File: config.mk
export PLATFORM = sky130hd
export DESIGN_NAME = yuv422_pair_to_rgb_top
export DESIGN_NICKNAME = d
export VERILOG_FILES = /design/src/hdl/y2r_pkg.sv /design/src/hdl/y2r_chroma_term.sv /design/src/hdl/y2r_pixel_lane.sv /design/src/hdl/yuv422_pair_to_rgb_top.sv
export SDC_FILE = /design/constraint.sdc
export NUM_CORES = 2
export LEC_CHECK = 0
export BUFFER_PORTS_ARGS = -buffer_cell sky130_fd_sc_hd__buf_2
export CAP_MARGIN = 20
export CORE_MARGIN = 1.5
export CORE_UTILIZATION = 60
export CTS_CLUSTER_SIZE = 28
export DETAILED_ROUTE_END_ITERATION = 12
export PLACE_DENSITY_LB_ADDON = 0.15
export SYNTH_ARGS = -nofsm -noshare
export SYNTH_HDL_FRONTEND = slang
export SYNTH_HIERARCHICAL = 1
export SYNTH_SLANG_ARGS = --single-unit
File: constraint.sdc
create_clock -name clk -period 12.2 [get_ports clk]
set_input_delay 2.44 -clock clk [delete_from_list [all_inputs] [get_ports clk]]
set_output_delay 2.44 -clock clk [all_outputs]
set_load 0.05 [all_outputs]
File: src/hdl/y2r_pkg.sv
// ----------------------------------------------------------------------------
// y2r_pkg: shared types and constants for the 4:2:2 pair to RGB888 converter
// Holds the beat payload structs, the per-stage enable group and the fixed
// chroma coefficients split into quotient and remainder parts.
// ----------------------------------------------------------------------------
package y2r_pkg;

	// One input beat: a packed 4:2:2 group.
	typedef struct packed {
		logic [7:0]        luma_first;
		logic signed [7:0] chroma_blue;
		logic [7:0]        luma_second;
		logic signed [7:0] chroma_red;
		logic              second_present;
	} pair_t;

	// One output beat: two RGB888 pixels and the second pixel flag.
	typedef struct packed {
		logic [7:0] red_first;
		logic [7:0] green_first;
		logic [7:0] blue_first;
		logic [7:0] red_second;
		logic [7:0] green_second;
		logic [7:0] blue_second;
		logic       second_valid;
	} pixels_t;

	typedef struct packed {
		logic [7:0] red;
		logic [7:0] green;
		logic [7:0] blue;
	} rgb_t;

	// Chroma term width: magnitude stays below 2^24, plus sign.
	localparam int TERM_W = 26;

	typedef struct packed {
		logic signed [TERM_W-1:0] v_to_r;
		logic signed [TERM_W-1:0] u_to_g;
		logic signed [TERM_W-1:0] v_to_g;
		logic signed [TERM_W-1:0] u_to_b;
	} terms_t;

	// Pipeline advance strobes, one per stage.
	typedef struct packed {
		logic s1;
		logic s2;
		logic s3;
	} stage_en_t;

	typedef enum logic [1:0] {
		COEF_V_TO_R,
		COEF_U_TO_G,
		COEF_V_TO_G,
		COEF_U_TO_B
	} coef_t;

	// Coefficient magnitudes scaled by 10000. The term is |k|*65536*|c|/10000,
	// which equals |k|*4096*|c|/625; |k|*4096 is split into Q*625 + R.
	localparam int K_V_TO_R = 14020;
	localparam int K_U_TO_G = 3441;
	localparam int K_V_TO_G = 7141;
	localparam int K_U_TO_B = 17720;
	localparam int DIVISOR  = 625;

	localparam int QUOT_W = 17;
	localparam int REM_W  = 10;

	// floor(x / 625) for x below 2^17 is (x * RECIP) >> RECIP_SHIFT, exactly.
	localparam int RECIP_SHIFT = 32;
	localparam int RECIP_W     = 23;
	localparam logic [RECIP_W-1:0] RECIP = RECIP_W'(((64'd1 << RECIP_SHIFT) + DIVISOR - 1)
		/ DIVISOR);

	localparam logic [QUOT_W-1:0] Q_V_TO_R = QUOT_W'((K_V_TO_R * 4096) / DIVISOR);
	localparam logic [QUOT_W-1:0] Q_U_TO_G = QUOT_W'((K_U_TO_G * 4096) / DIVISOR);
	localparam logic [QUOT_W-1:0] Q_V_TO_G = QUOT_W'((K_V_TO_G * 4096) / DIVISOR);
	localparam logic [QUOT_W-1:0] Q_U_TO_B = QUOT_W'((K_U_TO_B * 4096) / DIVISOR);
	localparam logic [REM_W-1:0]  R_V_TO_R = REM_W'((K_V_TO_R * 4096) % DIVISOR);
	localparam logic [REM_W-1:0]  R_U_TO_G = REM_W'((K_U_TO_G * 4096) % DIVISOR);
	localparam logic [REM_W-1:0]  R_V_TO_G = REM_W'((K_V_TO_G * 4096) % DIVISOR);
	localparam logic [REM_W-1:0]  R_U_TO_B = REM_W'((K_U_TO_B * 4096) % DIVISOR);

	function automatic logic [QUOT_W-1:0] coef_quot(input coef_t id);
		logic [QUOT_W-1:0] q;
		unique case (id)
			COEF_V_TO_R: q = Q_V_TO_R;
			COEF_U_TO_G: q = Q_U_TO_G;
			COEF_V_TO_G: q = Q_V_TO_G;
			COEF_U_TO_B: q = Q_U_TO_B;
			default:     q = '0;
		endcase
		return q;
	endfunction

	function automatic logic [REM_W-1:0] coef_rem(input coef_t id);
		logic [REM_W-1:0] r;
		unique case (id)
			COEF_V_TO_R: r = R_V_TO_R;
			COEF_U_TO_G: r = R_U_TO_G;
			COEF_V_TO_G: r = R_V_TO_G;
			COEF_U_TO_B: r = R_U_TO_B;
			default:     r = '0;
		endcase
		return r;
	endfunction

	// Both green coefficients are negative.
	function automatic logic coef_neg(input coef_t id);
		return (id == COEF_U_TO_G) || (id == COEF_V_TO_G);
	endfunction

endpackage

File: src/hdl/y2r_chroma_term.sv
// ----------------------------------------------------------------------------
// y2r_chroma_term: one chroma coefficient lane
// Computes trunc(k * 65536 * c / 10000) for a fixed coefficient over two
// pipeline stages, in sign and magnitude form.
// ----------------------------------------------------------------------------
module y2r_chroma_term (
	input  logic                              clk,
	input  y2r_pkg::stage_en_t                en,
	input  y2r_pkg::coef_t                    coef,
	input  logic signed [7:0]                 chroma,
	output logic signed [y2r_pkg::TERM_W-1:0] term
);

	localparam int QM_W   = y2r_pkg::TERM_W - 1;
	localparam int RM_W   = 17;
	localparam int PROD_W = RM_W + y2r_pkg::RECIP_W;

	logic [7:0]        chroma_u;
	logic [7:0]        mag;
	logic [QM_W-1:0]   qm_s1;
	logic [RM_W-1:0]   rm_s1;
	logic              neg_s1;
	logic [PROD_W-1:0] prod;
	logic [QM_W-1:0]   mag_sum;
	logic signed [y2r_pkg::TERM_W-1:0] term_s2;

	// Magnitude of the chroma sample; -128 maps to 128.
	always_comb begin
		chroma_u = unsigned'(chroma);
		mag      = chroma_u[7] ? (~chroma_u + 8'd1) : chroma_u;
	end

	// Stage 1: quotient and remainder partial products.
	always_ff @(posedge clk) begin
		if (en.s1) begin
			qm_s1  <= QM_W'(y2r_pkg::coef_quot(coef)) * QM_W'(mag);
			rm_s1  <= RM_W'(y2r_pkg::coef_rem(coef)) * RM_W'(mag);
			neg_s1 <= y2r_pkg::coef_neg(coef) ^ chroma_u[7];
		end
	end

	// Stage 2: divide the remainder product by 625 through the reciprocal.
	always_comb begin
		prod    = PROD_W'(rm_s1) * PROD_W'(y2r_pkg::RECIP);
		mag_sum = qm_s1 + QM_W'(prod[PROD_W-1:y2r_pkg::RECIP_SHIFT]);
	end

	always_ff @(posedge clk) begin
		if (en.s2) begin
			term_s2 <= neg_s1 ? -signed'({1'b0, mag_sum}) : signed'({1'b0, mag_sum});
		end
	end

	assign term = term_s2;

endmodule

File: src/hdl/y2r_pixel_lane.sv
// ----------------------------------------------------------------------------
// y2r_pixel_lane: one pixel conversion lane
// Adds the shared chroma terms to the scaled luma, floors by 2^16 and
// clamps each channel to 0..255.
// ----------------------------------------------------------------------------
module y2r_pixel_lane (
	input  logic                luma,
	input  logic [7:0]          luma_value,
	input  y2r_pkg::terms_t     terms,
	output y2r_pkg::rgb_t       rgb
);

	localparam int SUM_W = 27;

	logic signed [SUM_W-1:0] base;
	logic signed [SUM_W-1:0] sum_r;
	logic signed [SUM_W-1:0] sum_g;
	logic signed [SUM_W-1:0] sum_b;

	// Take the floor by dropping the fraction, then clamp.
	function automatic logic [7:0] clamp_chan(input logic signed [SUM_W-1:0] s);
		logic [SUM_W-17:0] whole;
		logic [7:0]        c;
		whole = s[SUM_W-1:16];
		if (whole[SUM_W-17]) begin
			c = 8'd0;
		end else if (whole[SUM_W-18:8] != '0) begin
			c = 8'd255;
		end else begin
			c = whole[7:0];
		end
		return c;
	endfunction

	always_comb begin
		base  = signed'({3'b000, luma_value, 16'h0000});
		sum_r = base + SUM_W'(terms.v_to_r);
		sum_g = base + SUM_W'(terms.u_to_g) + SUM_W'(terms.v_to_g);
		sum_b = base + SUM_W'(terms.u_to_b);
		rgb.red   = clamp_chan(sum_r);
		rgb.green = clamp_chan(sum_g);
		rgb.blue  = luma ? clamp_chan(sum_b) : clamp_chan(sum_b);
	end

endmodule

File: src/hdl/yuv422_pair_to_rgb_top.sv
// ----------------------------------------------------------------------------
// yuv422_pair_to_rgb_top: packed 4:2:2 pair to two RGB888 pixels
// Four chroma lanes share one chroma pair, two pixel lanes apply it to each
// luma, and a merging stage forms the output beat.
//
//   channel   valid        ready        payload
//   input     pair_valid   pair_ready   pair   (y2r_pkg::pair_t)
//   output    pixel_valid  pixel_ready  pixels (y2r_pkg::pixels_t)
//
// One beat per clock is accepted and delivered when the output is taken.
// The two chroma multiplier stages are followed by the lane adders, clamps and
// output register.
// Reset clears only the stage valid bits; no stored state survives a beat.
// A stall at the output fills the empty stages first, then holds pair_ready low.
// ----------------------------------------------------------------------------
module yuv422_pair_to_rgb_top (
	input  logic              clk,
	input  logic              arst_n,
	input  logic              pair_valid,
	output logic              pair_ready,
	input  y2r_pkg::pair_t    pair,
	output logic              pixel_valid,
	input  logic              pixel_ready,
	output y2r_pkg::pixels_t  pixels
);

	y2r_pkg::stage_en_t en;
	y2r_pkg::terms_t    terms;
	y2r_pkg::rgb_t      rgb_first;
	y2r_pkg::rgb_t      rgb_second;
	y2r_pkg::pixels_t   pixels_q;

	logic       v1_q;
	logic       v2_q;
	logic       v3_q;
	logic [7:0] luma_first_s1;
	logic [7:0] luma_second_s1;
	logic       present_s1;
	logic [7:0] luma_first_s2;
	logic [7:0] luma_second_s2;
	logic       present_s2;

	// A stage advances when it is empty or its successor advances.
	always_comb begin
		en.s3 = !v3_q || pixel_ready;
		en.s2 = !v2_q || en.s3;
		en.s1 = !v1_q || en.s2;
	end

	assign pair_ready = en.s1;

	always_ff @(posedge clk or negedge arst_n) begin
		if (!arst_n) begin
			v1_q <= 1'b0;
			v2_q <= 1'b0;
			v3_q <= 1'b0;
		end else begin
			if (en.s1) v1_q <= pair_valid;
			if (en.s2) v2_q <= v1_q;
			if (en.s3) v3_q <= v2_q;
		end
	end

	// Luma and presence ride alongside the chroma pipeline.
	always_ff @(posedge clk) begin
		if (en.s1) begin
			luma_first_s1  <= pair.luma_first;
			luma_second_s1 <= pair.luma_second;
			present_s1     <= pair.second_present;
		end
		if (en.s2) begin
			luma_first_s2  <= luma_first_s1;
			luma_second_s2 <= luma_second_s1;
			present_s2     <= present_s1;
		end
	end

	// Chroma coefficient lanes.
	y2r_chroma_term u_term_v_to_r (
		.clk(clk), .en(en), .coef(y2r_pkg::COEF_V_TO_R),
		.chroma(pair.chroma_red), .term(terms.v_to_r)
	);
	y2r_chroma_term u_term_u_to_g (
		.clk(clk), .en(en), .coef(y2r_pkg::COEF_U_TO_G),
		.chroma(pair.chroma_blue), .term(terms.u_to_g)
	);
	y2r_chroma_term u_term_v_to_g (
		.clk(clk), .en(en), .coef(y2r_pkg::COEF_V_TO_G),
		.chroma(pair.chroma_red), .term(terms.v_to_g)
	);
	y2r_chroma_term u_term_u_to_b (
		.clk(clk), .en(en), .coef(y2r_pkg::COEF_U_TO_B),
		.chroma(pair.chroma_blue), .term(terms.u_to_b)
	);

	// Pixel lanes.
	y2r_pixel_lane u_lane_first (
		.luma(1'b1), .luma_value(luma_first_s2), .terms(terms), .rgb(rgb_first)
	);
	y2r_pixel_lane u_lane_second (
		.luma(1'b1), .luma_value(luma_second_s2), .terms(terms), .rgb(rgb_second)
	);

	// Merge the lanes into the output beat; an absent second pixel reads zero.
	always_ff @(posedge clk) begin
		if (en.s3) begin
			pixels_q.red_first    <= rgb_first.red;
			pixels_q.green_first  <= rgb_first.green;
			pixels_q.blue_first   <= rgb_first.blue;
			pixels_q.red_second   <= present_s2 ? rgb_second.red : 8'd0;
			pixels_q.green_second <= present_s2 ? rgb_second.green : 8'd0;
			pixels_q.blue_second  <= present_s2 ? rgb_second.blue : 8'd0;
			pixels_q.second_valid <= present_s2;
		end
	end

	assign pixel_valid = v3_q;
	assign pixels      = pixels_q;

`ifndef SYNTHESIS
	// An empty output register never blocks the input.
	assert property (@(posedge clk) disable iff (!arst_n)
		!pixel_valid |-> pair_ready)
		else $error("input stalled while output register empty");

	// With every stage full and the output stalled, no beat may enter.
	assert property (@(posedge clk) disable iff (!arst_n)
		(v1_q && v2_q && pixel_valid && !pixel_ready) |-> !pair_ready)
		else $error("beat accepted into a full pipeline");

	// An absent second pixel is delivered as zeros.
	assert property (@(posedge clk) disable iff (!arst_n)
		(pixel_valid && !pixels.second_valid) |->
		(pixels.red_second == 8'd0 && pixels.green_second == 8'd0 &&
		 pixels.blue_second == 8'd0))
		else $error("absent second pixel carries nonzero color");

	// A beat leaves the middle stage only into a free or draining output.
	assert property (@(posedge clk) disable iff (!arst_n)
		(v2_q && pixel_valid && !pixel_ready) |=> (v2_q && pixel_valid))
		else $error("beat lost while output stalled");
`endif

endmodule
==> metrics.yaml <==
status: "completed"
syn_to_final_growth_pct: 5.48
layout.nets: 8781
dp_hpwl_um: 137000
cts-root-buf: "clkbuf_16"
path_common_cell: "fa_1"
tns_ns: 0
cts_buffer_depth: 3
dieWidth_um: 334
worstMarginPinSlew_ns: 0.986
grt_setup_unrepaired: "no"
grt_max_degree: 133
cts_hold_buf: 0
drt_iter0_drc: 3029
drive_above_1_share_pct: 5.27
crit_path_end_kind: "register"
synth_area_per_cell_um2: 10.1
wl_per_cell_um: 19.4
ctsResizeCount: 0
worst-setup-path-type: "register to register"
hold_violations: 0
clk_latency_ns: 0.60
postCtsSetupBuffers: 0
preCtsSetupSlack_ns: 2.90
grt_usage_pct: 28.7
max-cap-violations: 0
vias: 44700
path_buf_inv: 4
io_buffers: 87
required_ns: 12.52
startpoint_type: "register"
io_pins: 88
cp_data_arrival_time_ns: 9.69
relSlewSlack_pct: 34.3
drt_first_pass_iters: 5
path_delay_family: "adder cells"
cts_tree: "built"
seqCellArea_um2: 9770
gp_congestion: 0.957
drc: 0
fin_ws_ns: 2.84
rows: 121
grt_pass1_wl_um: 251000
path_clk_slew_ns: 0.06
slowest_delay_ns: 0.65
syn-instance-count: 6472
drv_slew: 0
antenna_cells: 0
htreeDepth: 2
post-route-min-period_ns: 9.36
cp_slowest_cell: "a21oi_1"
die_h_um: 334
final_util_pct: 63.7
nFillCells: 9041
start_util_pct: 60.4
final_cells: 8033
ys_warn_count: 6
critPathMaxFanout: 9
antenna_left: 0
min-delay-path-class: "register to register"
numCtsBuffers: 43
netlist_area_um2: 65700
place_inst: 7955
wirelength_um: 156000
fmax_mhz: 107
die_area_um2: 111000
finalCritPeriodShare_pct: 76.7
multi_input_area_um2: 49700
grt_antenna_before_repair: 3
finClkSkew_ns: 0.0314
grt_pass1_vias: 46500
setup_viol: 0
coreArea_um2: 109000
cts.sinks: 326
routed_via_density: 5.57
grt-ovfl-total: 0
==> cells in the final DEF, fill, tap and decap left out, types with 24 or more instances in the layout <==
master        n
a211oi_1     30
a21o_1       79
a21oi_1     179
a31oi_1      26
and2_1       31
and3_1       26
buf_2        87
clkbuf_16    44
conb_1       40
edfxtp_1    323
fa_1       1036
ha_1       1122
inv_1      1618
nand2_1     186
nand2b_1     58
nand3_1      76
nand4_1      47
nor2_1      316
nor2b_1      60
nor3_1       69
nor4_1       24
o21a_1       88
o21ai_0     150
or2_2        90
or3_1        33
xnor2_1     249
xor2_1      129
==> state kept, by name, summed over array words and instances (netlist names), 25 cells and up <==
name	flops
pixels	49
u_term_u_to_g/term	26
u_term_v_to_g/term	26
u_term_u_to_b/qm_s1	25
u_term_u_to_g/qm_s1	25
u_term_v_to_g/qm_s1	25
u_term_v_to_r/qm_s1	25
==> final timing paths <==
path | startpoint | to | slack (ns) | depth (start not counted)
min in group asynchronous | arst_n | v1_q | 1.62 | 1
worst max register to register | u_term_u_to_b/rm_s1[14] | u_term_u_to_b/term[24] | 2.84 | 30
worst min register to register | luma_first_s1[2] | luma_first_s2[2] | 0.41 | 0
worst min-delay path | luma_first_s1[2] | luma_first_s2[2] | 0.41 | 0
max in group asynchronous | arst_n | v2_q | 10.47 | 1
worst max-delay path | u_term_u_to_b/rm_s1[14] | u_term_u_to_b/term[24] | 2.84 | 30
==> area by class of cell <==
cell class	instances	area share (%)
tap	1414	2.55
inverter	1620	8.78
multi-input combinational	4499	71.7
clock inverter	25	0.452
timing repair buffer	96	0.744
clock buffer	53	1.64
sequential	326	14.1
==> stage by stage <==
| stage | cell area (µm²) | hold WS [ns] |
|---|---|---|
| global placement | 67800 | 0.402 |
| global route | 69300 | 0.423 |
| detailed placement | 67800 | 0.405 |
| finish | 69300 | 0.412 |
| CTS | 69300 | 0.417 |
| floorplan | 65800 | 0.400 |
==> metal layers <==
metal  part of all wire [%]  GRT usage, %  vias up
li1                       -             -    21100
met5                      0             0        -
met4                    2.2          6.57        0
met2                     47          47.0     1150
met3                    5.3          3.32      208
met1                     46          41.2    22300
Power is left out: the tool's default activity adds up to more than one toggle a clock period on the data nets, which glitch-free logic cannot reach.
